===== src/rtl/core/bole_pkg.sv =====
// ----------------------------------------------------------------------------
// bole_pkg: shared types and constants for the ordered list engine
// Holds op codes, status codes and the controller/datapath command structs.
// ----------------------------------------------------------------------------
package bole_pkg;

    localparam int Depth = 64;
    localparam int AddrW = $clog2(Depth);
    localparam int CntW  = $clog2(Depth + 1);

    typedef enum logic [3:0] {
        OP_INS_FRONT  = 4'd0,
        OP_INS_BACK   = 4'd1,
        OP_INS_SORTED = 4'd2,
        OP_RM_FRONT   = 4'd3,
        OP_RM_BACK    = 4'd4,
        OP_RM_KEY     = 4'd5,
        OP_READ_POS   = 4'd6,
        OP_FIND       = 4'd7,
        OP_CLEAR      = 4'd8
    } op_t;

    typedef enum logic [2:0] {
        ST_OK     = 3'd0,
        ST_EMPTY  = 3'd1,
        ST_FULL   = 3'd2,
        ST_NOKEY  = 3'd3,
        ST_BADPOS = 3'd4
    } status_t;

    // Commands from the controller to the datapath
    typedef struct packed {
        logic             load;      // capture input item
        logic             rd_en;     // issue memory read at rd_addr
        logic [AddrW-1:0] rd_addr;
        logic             wr_new;    // write captured key/payload at wr_addr
        logic             wr_mov;    // write last read data at wr_addr
        logic [AddrW-1:0] wr_addr;
        logic             cnt_inc;
        logic             cnt_dec;
        logic             cnt_clr;
        logic             res_load;  // capture result
        logic             res_hit;   // result carries read data
        status_t          res_status;
    } dp_cmd_t;

    // Status from the datapath to the controller
    typedef struct packed {
        op_t              op;
        logic [CntW-1:0]  count;
        logic [7:0]       position;
        logic             key_eq;    // read data key equals captured key
        logic             key_lt;    // read data key less than captured key
        logic             key_gt;    // read data key greater than captured key
    } dp_sts_t;

endpackage


===== src/rtl/core/bole_ctrl.sv =====
// ----------------------------------------------------------------------------
// bole_ctrl: sequencer for list operations
// Walks the entry memory for searches, shifts entries to open or close gaps.
// ----------------------------------------------------------------------------
module bole_ctrl
    import bole_pkg::*;
(
    input  logic    aclk,
    input  logic    aresetn,
    input  logic    s_valid,
    output logic    s_ready,
    output logic    m_valid,
    input  logic    m_ready,
    input  dp_sts_t sts,
    output dp_cmd_t cmd
);

    typedef enum logic [7:0] {
        S_IDLE  = 8'b0000_0001,
        S_DISP  = 8'b0000_0010,
        S_SRCH  = 8'b0000_0100,  // read issued at idx, compare next cycle
        S_SHUP  = 8'b0000_1000,  // move entry idx-1 to idx, walking down
        S_SHDN  = 8'b0001_0000,  // move entry idx+1 to idx, walking up
        S_RDW   = 8'b0010_0000,  // wait on read data for read by position
        S_WNEW  = 8'b0100_0000,
        S_DONE  = 8'b1000_0000
    } state_t;

    state_t          state_reg, state_next;
    logic [CntW-1:0] idx_reg, idx_next;   // position being examined or written
    logic [CntW-1:0] tgt_reg, tgt_next;   // insert target
    logic            pend_reg, pend_next; // read data ready for the shift step at idx_reg
    logic            busy_out_reg, busy_out_next;

    logic [CntW-1:0] cnt;
    assign cnt = sts.count;

    assign s_ready = (state_reg == S_IDLE) && !busy_out_reg;
    assign m_valid = busy_out_reg;

    always_comb begin
        state_next    = state_reg;
        idx_next      = idx_reg;
        tgt_next      = tgt_reg;
        pend_next     = 1'b0;
        busy_out_next = busy_out_reg;
        cmd           = '0;
        cmd.res_status = ST_OK;

        if (busy_out_reg && m_ready) begin
            busy_out_next = 1'b0;
        end

        unique case (state_reg)
            S_IDLE: begin
                if (s_valid && s_ready) begin
                    cmd.load   = 1'b1;
                    state_next = S_DISP;
                end
            end
            S_DISP: begin
                state_next = S_DONE;
                unique case (sts.op)
                    OP_INS_FRONT, OP_INS_BACK, OP_INS_SORTED: begin
                        if (cnt >= CntW'(Depth)) begin
                            cmd.res_status = ST_FULL;
                        end else if (sts.op == OP_INS_BACK || cnt == '0) begin
                            tgt_next   = (sts.op == OP_INS_BACK) ? cnt : '0;
                            state_next = S_WNEW;
                        end else if (sts.op == OP_INS_FRONT) begin
                            tgt_next   = '0;
                            idx_next   = cnt;
                            state_next = S_SHUP;
                        end else begin
                            // Scan from the head for the first key not less; at the head only a greater key stops
                            idx_next    = '0;
                            cmd.rd_en   = 1'b1;
                            cmd.rd_addr = '0;
                            pend_next   = 1'b1;
                            state_next  = S_SRCH;
                        end
                    end
                    OP_RM_FRONT, OP_RM_BACK: begin
                        if (cnt == '0) begin
                            cmd.res_status = ST_EMPTY;
                        end else if (sts.op == OP_RM_BACK) begin
                            cmd.cnt_dec = 1'b1;
                        end else begin
                            idx_next   = '0;
                            state_next = S_SHDN;
                        end
                    end
                    OP_RM_KEY, OP_FIND: begin
                        if (cnt == '0) begin
                            cmd.res_status = ST_EMPTY;
                        end else begin
                            idx_next    = '0;
                            cmd.rd_en   = 1'b1;
                            cmd.rd_addr = '0;
                            pend_next   = 1'b1;
                            state_next  = S_SRCH;
                        end
                    end
                    OP_READ_POS: begin
                        if (cnt == '0) begin
                            cmd.res_status = ST_EMPTY;
                        end else if (sts.position == 8'd0
                                     || {1'b0, sts.position} > 9'(cnt)) begin
                            cmd.res_status = ST_BADPOS;
                        end else begin
                            cmd.rd_en   = 1'b1;
                            cmd.rd_addr = AddrW'(sts.position - 8'd1);
                            state_next  = S_RDW;
                        end
                    end
                    OP_CLEAR: cmd.cnt_clr = 1'b1;
                    default: ;
                endcase
                if (state_next == S_DONE) begin
                    cmd.res_load = 1'b1;
                end
            end
            S_SRCH: begin
                // Read data belongs to idx_reg
                if (sts.op == OP_INS_SORTED) begin
                    if (idx_reg == '0 && sts.key_gt) begin
                        tgt_next   = '0;
                        idx_next   = cnt;
                        state_next = S_SHUP;
                    end else if (idx_reg != '0 && !sts.key_lt) begin
                        tgt_next   = idx_reg;
                        idx_next   = cnt;
                        state_next = S_SHUP;
                    end else if (idx_reg + 1'b1 >= cnt) begin
                        tgt_next   = cnt;
                        state_next = S_WNEW;
                    end else begin
                        idx_next    = idx_reg + 1'b1;
                        cmd.rd_en   = 1'b1;
                        cmd.rd_addr = AddrW'(idx_reg + 1'b1);
                    end
                end else if (sts.key_eq) begin
                    if (sts.op == OP_FIND) begin
                        cmd.res_load = 1'b1;
                        cmd.res_hit  = 1'b1;
                        state_next   = S_DONE;
                    end else begin
                        state_next = S_SHDN;
                    end
                end else if (idx_reg + 1'b1 >= cnt) begin
                    cmd.res_load   = 1'b1;
                    cmd.res_status = ST_NOKEY;
                    state_next     = S_DONE;
                end else begin
                    idx_next    = idx_reg + 1'b1;
                    cmd.rd_en   = 1'b1;
                    cmd.rd_addr = AddrW'(idx_reg + 1'b1);
                end
            end
            S_SHUP: begin
                // Read idx-1 then write it at idx; pend marks data ready
                if (idx_reg == tgt_reg) begin
                    state_next = S_WNEW;
                end else if (!pend_reg) begin
                    cmd.rd_en   = 1'b1;
                    cmd.rd_addr = AddrW'(idx_reg - 1'b1);
                    pend_next   = 1'b1;
                end else begin
                    cmd.wr_mov  = 1'b1;
                    cmd.wr_addr = AddrW'(idx_reg);
                    idx_next    = idx_reg - 1'b1;
                end
            end
            S_SHDN: begin
                if (idx_reg + 1'b1 >= cnt) begin
                    cmd.cnt_dec  = 1'b1;
                    cmd.res_load = 1'b1;
                    state_next   = S_DONE;
                end else if (!pend_reg) begin
                    cmd.rd_en   = 1'b1;
                    cmd.rd_addr = AddrW'(idx_reg + 1'b1);
                    pend_next   = 1'b1;
                end else begin
                    cmd.wr_mov  = 1'b1;
                    cmd.wr_addr = AddrW'(idx_reg);
                    idx_next    = idx_reg + 1'b1;
                end
            end
            S_RDW: begin
                cmd.res_load = 1'b1;
                cmd.res_hit  = 1'b1;
                state_next   = S_DONE;
            end
            S_WNEW: begin
                cmd.wr_new   = 1'b1;
                cmd.wr_addr  = AddrW'(tgt_reg);
                cmd.cnt_inc  = 1'b1;
                cmd.res_load = 1'b1;
                state_next   = S_DONE;
            end
            S_DONE: begin
                // Result registers hold; raise valid
                busy_out_next = 1'b1;
                state_next    = S_IDLE;
            end
            default: state_next = S_IDLE;
        endcase
    end

    always_ff @(posedge aclk) begin
        if (!aresetn) begin
            state_reg    <= S_IDLE;
            busy_out_reg <= 1'b0;
            pend_reg     <= 1'b0;
        end else begin
            state_reg    <= state_next;
            busy_out_reg <= busy_out_next;
            pend_reg     <= pend_next;
        end
    end

    always_ff @(posedge aclk) begin
        idx_reg <= idx_next;
        tgt_reg <= tgt_next;
    end

endmodule


===== config.mk =====
export PLATFORM = sky130hd
export DESIGN_NAME = bole_ctrl
export DESIGN_NICKNAME = d
export VERILOG_FILES = /design/src/rtl/core/bole_pkg.sv /design/src/rtl/core/bole_ctrl.sv
export SDC_FILE = /design/constraint.sdc
export NUM_CORES = 1
export LEC_CHECK = 0
export ABC_AREA = 1
export BUFFER_PORTS_ARGS = -buffer_cell sky130_fd_sc_hd__buf_2
export CORE_MARGIN = 2
export CORE_UTILIZATION = 35
export CTS_CLUSTER_SIZE = 25
export DETAILED_ROUTE_END_ITERATION = 6
export GPL_TIMING_DRIVEN = 0
export SLEW_MARGIN = 20
export SYNTH_ARGS = -nofsm -noshare
export SYNTH_HDL_FRONTEND = slang
export SYNTH_SLANG_ARGS = --single-unit
export TNS_END_PERCENT = 20

===== constraint.sdc =====
create_clock -name aclk -period 5.1 [get_ports aclk]
set_input_delay 0.765 -clock aclk [delete_from_list [all_inputs] [get_ports aclk]]
set_output_delay 0.765 -clock aclk [all_outputs]
set_load 0.02 [all_outputs]

After elaboration in Yosys (flattened, before gate mapping)
Cells that the tools add are included.
- multiplexer cells: 105
- shift operators: 0
- multipliers: 0
- add/sub/neg operators: 3
- bitwise gates (word level): 0
- order comparisons: 3
- reduce and logical (&&, ||, !) cells: 25
- div/mod/pow operators: 0
- eq/ne operators: 37
- operator list (kind ; count):
    2-to-1 mux 7 bit ; 43
    2-to-1 mux 8 bit ; 16
    case mux 7 bit (4 select lines) ; 2
    case mux 8 bit (6 select lines) ; 1
    case mux 7 bit (3 select lines) ; 2
    case mux 8 bit (4 select lines) ; 1
    2-to-1 mux 1 bit ; 22
    != test 3 bit (second input constant) ; 7
    case mux 6 bit (3 select lines) ; 1
    equality test 4 x 3 -> 1 bit (second input constant) ; 4
    equality test 8 bit (second input constant) ; 2
    logical NOT 7 bit ; 2
    != test 2 bit (second input constant) ; 7
    case mux 7 bit (2 select lines) ; 1
    AND reduction 12 bit ; 1
    case mux 3 bit (3 select lines) ; 1
    equality test 4 x 2 -> 1 bit (second input constant) ; 2
    equality test 8 x 1 -> 1 bit (second input constant) ; 1
    equality test 8 x 2 -> 1 bit (second input constant) ; 1
    equality test 8 x 3 -> 1 bit (second input constant) ; 1
    equality test 8 x 4 -> 1 bit (second input constant) ; 1
    equality test 8 x 5 -> 1 bit (second input constant) ; 1
    equality test 8 x 6 -> 1 bit (second input constant) ; 1
    equality test 8 x 7 -> 1 bit (second input constant) ; 1
    34 further kinds ; 51
- output and inout bits: 26
- bits in read-only memories: 0
- register bits: 24
- memories: 0
- bits in writable memories: 0
- input port bits: 26
- latch bits: 0
- word-level logic and storage cells: 178

Depth between registers and ports, before layout
- depth after elaboration: 9
- gate-level depth with buffers: 20
- mapped depth without buffers: 20

Worst setup path after synthesis
OpenSTA, ideal clock, no wires.
- path kind: register to output
- start: register idx_reg[0]
- end: output cmd[10] (netlist bit)
- buffers on the path: 0
- data arrival time: 2661 ps
- cell stages (with the launch flop): 19
- path slack: 1674 ps
- data required time: 4335 ps
- cells stage by stage: edfxtp_1 -> ha_1 -> nand3_1 -> nor2_1 -> nand2_1 -> xor2_1 -> inv_1 -> ha_1 -> nand2_1 -> inv_1 -> nand2_1 -> nand2_1 -> inv_1 -> nand3_2 -> inv_2 -> nand2_1 -> nand2_1 -> nand2_1 -> o21ai_1
- RTL lines (item ; RTL line ; RTL):
    start: declaration ; bole_ctrl.sv:30 ; logic [CntW-1:0] idx_reg, idx_next;
    start signal: assignment ; bole_ctrl.sv:223 ; idx_reg <= idx_next;
    end: declaration ; bole_ctrl.sv:15 ; output dp_cmd_t cmd

==> impl_metrics.ini <==
[status]
status = complete, no violations

[cells_and_area]
final_core_util_pct = 41.19
largest_reg_flops = 8
drive_above_1_share_pct = 21.16
syn2layout_area_growth_pct = 13.79
multi_input_area_mm2 = 0.002151
fillers = 948
n_antenna_cell = 0
ff_latch_area_um2 = 620.6
fin_nets = 599

[logic_synthesis]
synth_top_area_cell = nand2_1
yosysMostFrequentCell = nand2_1
synth.avg_cell_area_um2 = 6.326
netlist_top_cells_count = 134 x nand2_1, 68 x inv_1, 52 x nand3_1
postSynthCellCount = 499
syn-cell-area_mm2 = 0.003157
synth_area_leaders = nand2_1 16%, edfxtp_1 13%, nand3_1 8.2%
synth_top_area_share_pct = 15.93
synth_cell_types = 39
ys_seq_area_share_pct = 19.66
synth_edf_count = 14
synth_fp_nets = 544
ys_warn_count = 0
ys_async_sr_fraction_pct = 0
synth-seq-cells = 24
synthFlopType = edfxtp_1

[grt]
grt_max_degree = 14
overflow = 0
grt_antenna_before_repair = 0
grt_usage_pct = 19.96
grt_pass1_vias = 3188
grt_pass1_wl_um = 15900

[sta]
setup-violations-final = 0
slew_headroom_pct = 51.64
final.period_utilization_pct = 85.11
worst_pin_slew_ps = 721.4
rsz0062_at_grt = false
max_freq_ghz = 0.2304
holdWs_ps = 484.8
fin_ws_ps = 759.6
final_hold_viol_count = 0
slew_viol_final = 0
fin_skew_ps = 7.290
period_needed_ps = 4340
final.setup.tns_ps = 0

[detailed_routing]
wl_per_cell_um = 14.38
via_per_inst = 5.182
drtIter0Drc = 257
drc = 0
dr.pass1.iters = 5
ant_nets = 0
num_vias = 3425
routed_wl_um = 9502

[clock_tree]
htreeDepth = 1
ctsHoldBuffers = 0
cts_tree = done
cts_inserted_buffers = 3
cts_buffer_depth = 2
cts_root_buffer = clkbuf_8
post-cts-setup-buffer-count = 0
clk_latency_ps = 270
cts_resized = 0
cts.sinks = 24
clk_transition_reported_paths_ps = 90

[critical_path]
crit_type = reg2out
crit_path_start_kind = flop
crit_path_end_kind = primary output
reg2reg_depth = 16
timing.rr.start = idx_reg[0]
worstSetupStartpoint = idx_reg[0]
rrSetupSlack_ps = 1540
worstPathRequired_ps = 4340
crit_arrival_ps = 3580
cp_max_fo = 9
r2r_end = idx_reg[5]

[floorplanning]
rows = 34
initial_core_util_pct = 36.20
dieArea_mm2 = 0.009795
die_w_um = 98.97
io_pins = 52
core_mm2 = 0.008721
dieHeight_um = 98.97

[job]
cap_violations = 0

[place]
gp_congestion = 0.9224
place_ws_ps = 1096
port-buffer-count = 50
dp_hpwl_um = 7926

[power]
p_per_area_mw_per_mm2 = 179.1
p_leak_nw = 1.864
irDropWorstVdd_mv = 0.06164

[hold_path]
hold_path.class = reg2reg
holdPathStages = 2
whs_endpoint = m_valid
hold_start = m_valid
-- layout make-up --
| cell class | instances | share of cell area, % |
|---|---|---|
| multi-input combinational | 382 | 59.87 |
| sequential | 24 | 17.28 |
| tap | 108 | 3.762 |
| clock buffer | 4 | 1.254 |
| buffer | 11 | 2.299 |
| inverter | 82 | 8.568 |
| timing repair buffer | 50 | 6.966 |
-- worst max-delay path, stage by stage, from the launching register on --
cell      delay [ps]
edfxtp_1         580
ha_1             250
nand3_1          120
nor2_1           110
nand2_1           70
xor2_1           250
inv_1             80
ha_1             290
nand2_1          100
inv_1             60
nand2_1           60
nand2_1           60
inv_1             70
nand3_2          220
inv_2            240
nand2_1          120
nand2_1          100
nand2_1          180
o21ai_1          170
buf_2            180
-- cells by family (layout without fill, tap and decap cells) --
group / count (synthesis) / count (layout) / synth area share [%]
and+or+nand+nor: 290 / 290 / 44.75
xor gates and xnor gates: 16 / 16 / 4.439
DFF: 24 / 24 / 19.66
buffers and inverters: 93 / 147 / 12.37
AOI/OAI and AO/OA: 57 / 57 / 11.26
adders and majority gates: 19 / 19 / 7.531
-- power breakdown --
group,leakage (nW),switching (W),internal (W)
sequential,0.211,0.0000150,0.000219
combinational,1.63,0.000194,0.0000958
clock,0.0228,0.0000638,0.0000559
-- worst max-delay path by stage --
| stage | endpoint | slack [ps] | depth (start not counted) |
|---|---|---|---|
| final | cmd[8] | 760 | 19 |
| after global routing | cmd[10] | 440 | 17 |
| after CTS | cmd[8] | 760 | 17 |
| after detailed placement | cmd[8] | 1100 | 17 |
| after global placement | idx_reg[4] | 1130 | 14 |
| after floorplan | cmd[10] | 1670 | 18 |
-- metrics by stage --
step	area, µm²	power [W]	instances
after floorplan	3157	0.0004457	499
after global placement	3542	0.0005209	657
after detailed placement	3547	0.0005258	657
after CTS	3592	0.0006451	661
after global routing	3592	0.0006953	661
final	3592	0.0006433	661
-- routing by layer --
metal  routed length [µm]  part of all wire, %  track usage (%)  vias up
li1                     -                    -                -     1719
met1                 4584                   48            28.97     1563
met2                 4308                   45            32.48      132
met3                  491                  5.2            1.064       11
met4                  117                  1.2            4.847        0
met5                    0                    0                0        -
-- cell usage in the layout, fill, tap and decap left out, types with 3 or more instances in the layout --
master / instances
a21oi_1: 16
buf_2: 53
buf_4: 4
buf_6: 3
clkbuf_8: 3
dfxtp_1: 10
edfxtp_1: 14
ha_1: 19
inv_1: 68
inv_2: 14
nand2_1: 134
nand2_2: 6
nand3_1: 52
nand3_2: 7
nand4_1: 8
nor2_1: 51
nor2_2: 3
nor2_4: 10
nor3_1: 5
o211ai_1: 7
o21a_1: 3
o21ai_0: 12
o21ai_1: 11
o22ai_2: 5
xnor2_1: 6
xor2_1: 10
Note: power is estimated with default switching activity, not from simulation.
